--- src/rtl/pkrb_pkg.sv ---
// Shared types, codes and constants of the per-key range budget table.
package pkrb_pkg;

  localparam int TABLE_ENTRIES_DEFAULT = 256;

  localparam int CMD_W     = 2;
  localparam int KEY_W     = 8;
  localparam int RANGE_W   = 64;
  localparam int BUDGET_W  = 32;
  localparam int STATUS_W  = 2;
  localparam int CFG_IDX_W = 1;
  localparam int CFG_W     = 32;

  localparam int QUEUE_DEPTH = 2;

  localparam logic [CMD_W-1:0] CMD_CHECK  = 2'd0;
  localparam logic [CMD_W-1:0] CMD_CHARGE = 2'd1;
  localparam logic [CMD_W-1:0] CMD_EXPIRE = 2'd2;

  localparam logic [STATUS_W-1:0] ST_OK        = 2'd0;
  localparam logic [STATUS_W-1:0] ST_EMPTY     = 2'd1;
  localparam logic [STATUS_W-1:0] ST_EXHAUSTED = 2'd2;

  localparam logic [CFG_IDX_W-1:0] REG_DEFAULT_LIMITED = 1'd0;
  localparam logic [CFG_IDX_W-1:0] REG_DEFAULT_BUDGET  = 1'd1;

  typedef struct packed {
    logic [CMD_W-1:0]   cmd;
    logic [KEY_W-1:0]   idx;
    logic [RANGE_W-1:0] point;
    logic               ranges_present;
    logic [RANGE_W-1:0] lo;
    logic [RANGE_W-1:0] hi;
  } item_t;

  typedef struct packed {
    logic [BUDGET_W-1:0] budget;
    logic                pvalid;
    logic [RANGE_W-1:0]  pstart;
    logic [RANGE_W-1:0]  pend;
  } entry_t;

endpackage

--- src/rtl/pkrb_in_if.sv ---
// Input channel of the per-key range budget table.
interface pkrb_in_if;
  import pkrb_pkg::*;

  logic               valid;
  logic               ready;
  logic [CMD_W-1:0]   cmd;
  logic [KEY_W-1:0]   key_index;
  logic [RANGE_W-1:0] range_point;
  logic               ranges_present;
  logic [RANGE_W-1:0] span_start;
  logic [RANGE_W-1:0] span_end;

  modport source (output valid, cmd, key_index, range_point, ranges_present, span_start,
                  span_end, input ready);
  modport sink (input valid, cmd, key_index, range_point, ranges_present, span_start,
                span_end, output ready);
endinterface

--- src/rtl/pkrb_front.sv ---
// Front end: accepts input transactions, maps the key to a table row and queues them.
module pkrb_front #(
  parameter int TABLE_ENTRIES = pkrb_pkg::TABLE_ENTRIES_DEFAULT
) (
  input  logic            clk,
  input  logic            rst_n,
  pkrb_in_if.sink         in_ch,
  output logic            q_valid,
  output pkrb_pkg::item_t q_item,
  input  logic            q_ready
);
  import pkrb_pkg::*;

  localparam int KEY_SPAN = 1 << KEY_W;
  localparam int QPTR_W   = $clog2(QUEUE_DEPTH);

  logic [KEY_W-1:0] idx_lut [KEY_SPAN];
  item_t            slot_r [QUEUE_DEPTH];
  logic [QPTR_W-1:0] wr_ptr_r, wr_ptr_nxt;
  logic [QPTR_W-1:0] rd_ptr_r, rd_ptr_nxt;
  logic [QPTR_W:0]   count_r, count_nxt;
  item_t             new_item;
  logic              push, pop;

  for (genvar g = 0; g < KEY_SPAN; g++) begin : g_lut
    assign idx_lut[g] = KEY_W'(g % TABLE_ENTRIES);
  end

  always_comb begin
    new_item.cmd            = in_ch.cmd;
    new_item.idx            = idx_lut[in_ch.key_index];
    new_item.point          = in_ch.range_point;
    new_item.ranges_present = in_ch.ranges_present;
    new_item.lo             = in_ch.span_start;
    new_item.hi             = in_ch.span_end;
  end

  assign in_ch.ready = (count_r != (QPTR_W+1)'(QUEUE_DEPTH));
  assign q_valid     = (count_r != '0);
  assign q_item      = slot_r[rd_ptr_r];
  assign push        = in_ch.valid && in_ch.ready;
  assign pop         = q_valid && q_ready;

  always_comb begin
    wr_ptr_nxt = push ? wr_ptr_r + 1'b1 : wr_ptr_r;
    rd_ptr_nxt = pop ? rd_ptr_r + 1'b1 : rd_ptr_r;
    count_nxt  = count_r;
    if (push && !pop) begin
      count_nxt = count_r + 1'b1;
    end else if (pop && !push) begin
      count_nxt = count_r - 1'b1;
    end
  end

  always_ff @(posedge clk) begin
    if (!rst_n) begin
      wr_ptr_r <= '0;
      rd_ptr_r <= '0;
      count_r  <= '0;
    end else begin
      wr_ptr_r <= wr_ptr_nxt;
      rd_ptr_r <= rd_ptr_nxt;
      count_r  <= count_nxt;
    end
  end

  always_ff @(posedge clk) begin
    if (push) begin
      slot_r[wr_ptr_r] <= new_item;
    end
  end
endmodule

--- src/flat_wrapper.sv ---
// flat-port wrapper written by rule: the top's interface ports become plain ports
module pkrb_front_flat import pkrb_pkg::*;
#(
  parameter int TABLE_ENTRIES = pkrb_pkg::TABLE_ENTRIES_DEFAULT
)
  (clk, rst_n, q_valid, q_item, q_ready, in_ch_valid, in_ch_cmd, in_ch_key_index, in_ch_range_point, in_ch_ranges_present, in_ch_span_start, in_ch_span_end, in_ch_ready);
  pkrb_in_if in_ch_i ();
  input  logic clk;
  input  logic rst_n;
  output logic q_valid;
  output pkrb_pkg::item_t q_item;
  input  logic q_ready;
  input wire logic [$bits(in_ch_i.valid)-1:0] in_ch_valid;
  input wire logic [$bits(in_ch_i.cmd)-1:0] in_ch_cmd;
  input wire logic [$bits(in_ch_i.key_index)-1:0] in_ch_key_index;
  input wire logic [$bits(in_ch_i.range_point)-1:0] in_ch_range_point;
  input wire logic [$bits(in_ch_i.ranges_present)-1:0] in_ch_ranges_present;
  input wire logic [$bits(in_ch_i.span_start)-1:0] in_ch_span_start;
  input wire logic [$bits(in_ch_i.span_end)-1:0] in_ch_span_end;
  output wire logic [$bits(in_ch_i.ready)-1:0] in_ch_ready;
  assign in_ch_i.valid = in_ch_valid;
  assign in_ch_i.cmd = in_ch_cmd;
  assign in_ch_i.key_index = in_ch_key_index;
  assign in_ch_i.range_point = in_ch_range_point;
  assign in_ch_i.ranges_present = in_ch_ranges_present;
  assign in_ch_i.span_start = in_ch_span_start;
  assign in_ch_i.span_end = in_ch_span_end;
  assign in_ch_ready = in_ch_i.ready;
  pkrb_front #(.TABLE_ENTRIES(TABLE_ENTRIES)) u_core (.clk(clk), .rst_n(rst_n), .in_ch(in_ch_i), .q_valid(q_valid), .q_item(q_item), .q_ready(q_ready));
endmodule
--- config.mk ---
export PLATFORM = sky130hd
export DESIGN_NAME = pkrb_front_flat
export DESIGN_NICKNAME = d
export VERILOG_FILES = /design/src/rtl/pkrb_pkg.sv /design/src/rtl/pkrb_in_if.sv /design/src/rtl/pkrb_front.sv /design/src/flat_wrapper.sv
export SDC_FILE = /design/constraint.sdc
export NUM_CORES = 1
export LEC_CHECK = 0
export ABC_CLOCK_PERIOD_IN_PS = 10700
export BUFFER_PORTS_ARGS = -buffer_cell sky130_fd_sc_hd__buf_4
export CORE_ASPECT_RATIO = 0.75
export CORE_MARGIN = 5
export CORE_UTILIZATION = 45
export CTS_CLUSTER_SIZE = 24
export DETAILED_ROUTE_END_ITERATION = 8
export PLACE_DENSITY = 0.7
export SYNTH_ARGS = -nofsm -noshare
export SYNTH_HDL_FRONTEND = slang
export SYNTH_SLANG_ARGS = --single-unit
--- constraint.sdc ---
create_clock -name clk -period 10.7 [get_ports clk]
set_input_delay 3.21 -clock clk [delete_from_list [all_inputs] [get_ports clk]]
set_output_delay 3.21 -clock clk [all_outputs]
set_load 0.05 [all_outputs]
==> results.toml <==
[synthesis]
yosysMostFrequentCell = "edfxtp_1"
yosysTopAreaCellShare = 0.781
synth_ff_type = "edfxtp_1"
ys_async_sr_fraction = 0
syn_area_sq_um = 15600
synth_area_leader_cell = "edfxtp_1"
synthTopCellsByCount = "edfxtp_1 (406), mux2_4 (170), mux2_2 (33)"
yosys-top-cells-area = "edfxtp_1 (78%), mux2_4 (16%), mux2_2 (2.4%)"
yosysSeqAreaShare = 0.788
synth_nets = 864
yosys_warnings = 0
avgSynthCellArea_sq_um = 23.8
synth.distinct_cells = 22
synth_edf_count = 406
ys_ff_latch = 411
syn_inst = 656

[finish]
fin_util = 0.591
nets = 1300
drive_gt1_frac = 0.605
fillers = 2539
area_delta_synth_final_pct = 30.5
design_area_sq_um = 20400

[setup_path]
start_kind = "register"
cpMostUsedCell = "buf_4"
slowest_delay_ns = 0.92
critical_path_arrival_ns = 2.94
cpMaxStageDelayCell = "dfxtp_4"
r2r_slack_ns = 7.70
path_buf_inv = 2
critPathKind = "register to primary output"
end_kind = "primary output"
path_delay_family = "buffers and inverters"
cp_max_fo = 51
path_cells = "buf_4, mux2_2, buf_4"
required_ns = 7.49

[power_and_ir_drop]
internal_power_w = 0.00356
peakVddDrop_v = 0.000212
p_leak_nw = 7.86
netSwitchingPower_w = 0.00199
pwr-share-clk = 0.244
cellPowerDensity_nw_per_um2 = 272
swShare = 0.358
pwr-share-seq = 0.378
p_comb_frac = 0.377

[clocking]
clock_latency_ns = 0.53
cts.clk_slew.worst_paths_ns = 0.06
cts-resized-gates = 0
cts_root_buf = "clkbuf_16"
cts_tree = "done"
cts_max_level = 2
cts.sinks = 411
post_cts_buffers = 0
clk_path_buf_depth = 3
numCtsBuffers = 41
hold_buffers = 0

[grt]
first_global_vias = 8129
antenna_found_initial = 3
gr-usage-all-layers = 0.160
grt_pass1_wl_mm = 47.1
grt_max_degree = 130
overflow = 0

[detailed_routing]
vias_per_cell = 4.82
dr.pass1.iters = 4
wl_mm = 32.7
drt-wirelength-per-cell_um = 20.6
vias = 7636
drt_iter0_markers = 368
ant_nets = 0
drc = 0

[die]
initial_core_util = 0.453
die_h_um = 171
io_pins = 412
rows = 59
core-area_sq_um = 34500
die-area_sq_um = 38500
fp.dieW_um = 225

[timing]
fin_crit_ns = 6.15
worst-slew-pin-transition_ns = 1.08
fin_ws_ns = 4.55
fin_crit_sh = 0.575
finalHoldViolations = 0
report.final.slew_viol_count = 0
setup_viol = 0
clock_skew_ns = 0.0176
rsz0062_at_grt = "no"
timing.fmax_mhz = 163
tns_ns = 0
relSlewSlack = 0.280

[placement]
place_hpwl_mm = 22.2
place.gp.congestion = 0.777
pre_cts_slack_ns = 5.04
io_buffers = 411
dpl_cell_area_sq_um = 19100

[outcome]
outcome = "complete, no violations"

[flow_run]
maxCapViolations = 0

[worst_hold_path]
hold_path_class = "register to register"
## per-stage QoR
| step | cells | hold slack [ns] | power, W |
|---|---|---|---|
| floorplan | 656 | 0.512 | 0.00373 |
| global placement | 1506 | 0.525 | 0.00423 |
| detailed placement | 1506 | 0.540 | 0.00424 |
| CTS | 1582 | 0.552 | 0.00561 |
| global route | 1583 | 0.576 | 0.00575 |
| finish | 1583 | 0.555 | 0.00555 |
## per-layer routing
metal / vias up / share of wire / track usage
li1: 3493 / - / -
met3: 59 / 0.11 / 0.0694
met4: 4 / 0.023 / 0.0482
met5: - / 0.0010 / 0
met1: 3782 / 0.39 / 0.198
met2: 298 / 0.47 / 0.259
## path summary, 6_finish.rpt
path	end	start	cells after the start
setup / recovery	q_item[197]	register	3
hold / removal	u_core.count_r[1]$_SDFFE_PN0P_	u_core.count_r[1]$_SDFFE_PN0P_	2
setup reg to reg	u_core.slot_r[0][95]$_DFFE_PP_	u_core.count_r[0]$_SDFFE_PN0P_	4
hold reg to reg	u_core.count_r[1]$_SDFFE_PN0P_	u_core.count_r[1]$_SDFFE_PN0P_	2
## kinds of logic after synthesis
kind of cell | synth area share
compound gates | 0.00225
xor+xnor | 0.00168
mux | 0.187
buf+inv | 0.0159
flops | 0.788
fa+ha+maj | 0.000802
simple gates | 0.00417
## sequential cells by signal, summed over array words and instances, names as in the netlist, named ones only
register / count
u_core.count_r: 2
u_core.rd_ptr_r: 1
u_core.slot_r: 406
u_core.wr_ptr_r: 1
## layout by cell type (no fill, tap or decap)
cell,count
nand2b_4,1
edfxtp_1,406
o21ai_0,1
nand3b_1,1
dfxtp_1,4
and2_1,4
mux2_2,33
bufinv_16,2
a21bo_2,1
inv_6,2
o21ai_1,1
diode_2,1
or3_1,1
clkbuf_16,43
xnor2_1,2
and3_4,1
dfxtp_4,1
a21boi_1,1
clkinvlp_4,2
a21boi_0,1
ha_1,1
or2_2,1
buf_12,1
buf_4,415
clkbuf_1,10
xor2_1,1
clkinv_1,10
clkinv_2,7
inv_8,1
mux2_4,170
## power by group through the flow
| stage | combinational [W] | sequential, W | clock (W) |
|---|---|---|---|
| 3_3_place_gp | 0.00211 | 0.00212 | 0 |
| 3_5_place_dp | 0.00211 | 0.00213 | 0 |
| 2_1_floorplan | 0.00161 | 0.00212 | 0 |
| 6_report | 0.00209 | 0.00210 | 0.00135 |
| 4_1_cts | 0.00212 | 0.00210 | 0.00139 |
| 5_1_grt | 0.00217 | 0.00212 | 0.00147 |
## tightest hold or removal path: stages (launching register included)
cell and delay (ns):
dfxtp_1 0.36, o21ai_0 0.09, a21boi_1 0.06
## final cells by class
class	instances	area, sq um	area share
flip-flops and latches	411	12300	0.604
clock buffers	53	1110	0.0547
repair buffers	416	3140	0.154
well taps	457	572	0.0281
inverters	1	11.3	0.000553
diodes	1	2.50	0.000123
clock inverters	23	165	0.00811
multi-input cells	221	3070	0.151
Note: power is estimated with default switching activity, not from simulation.
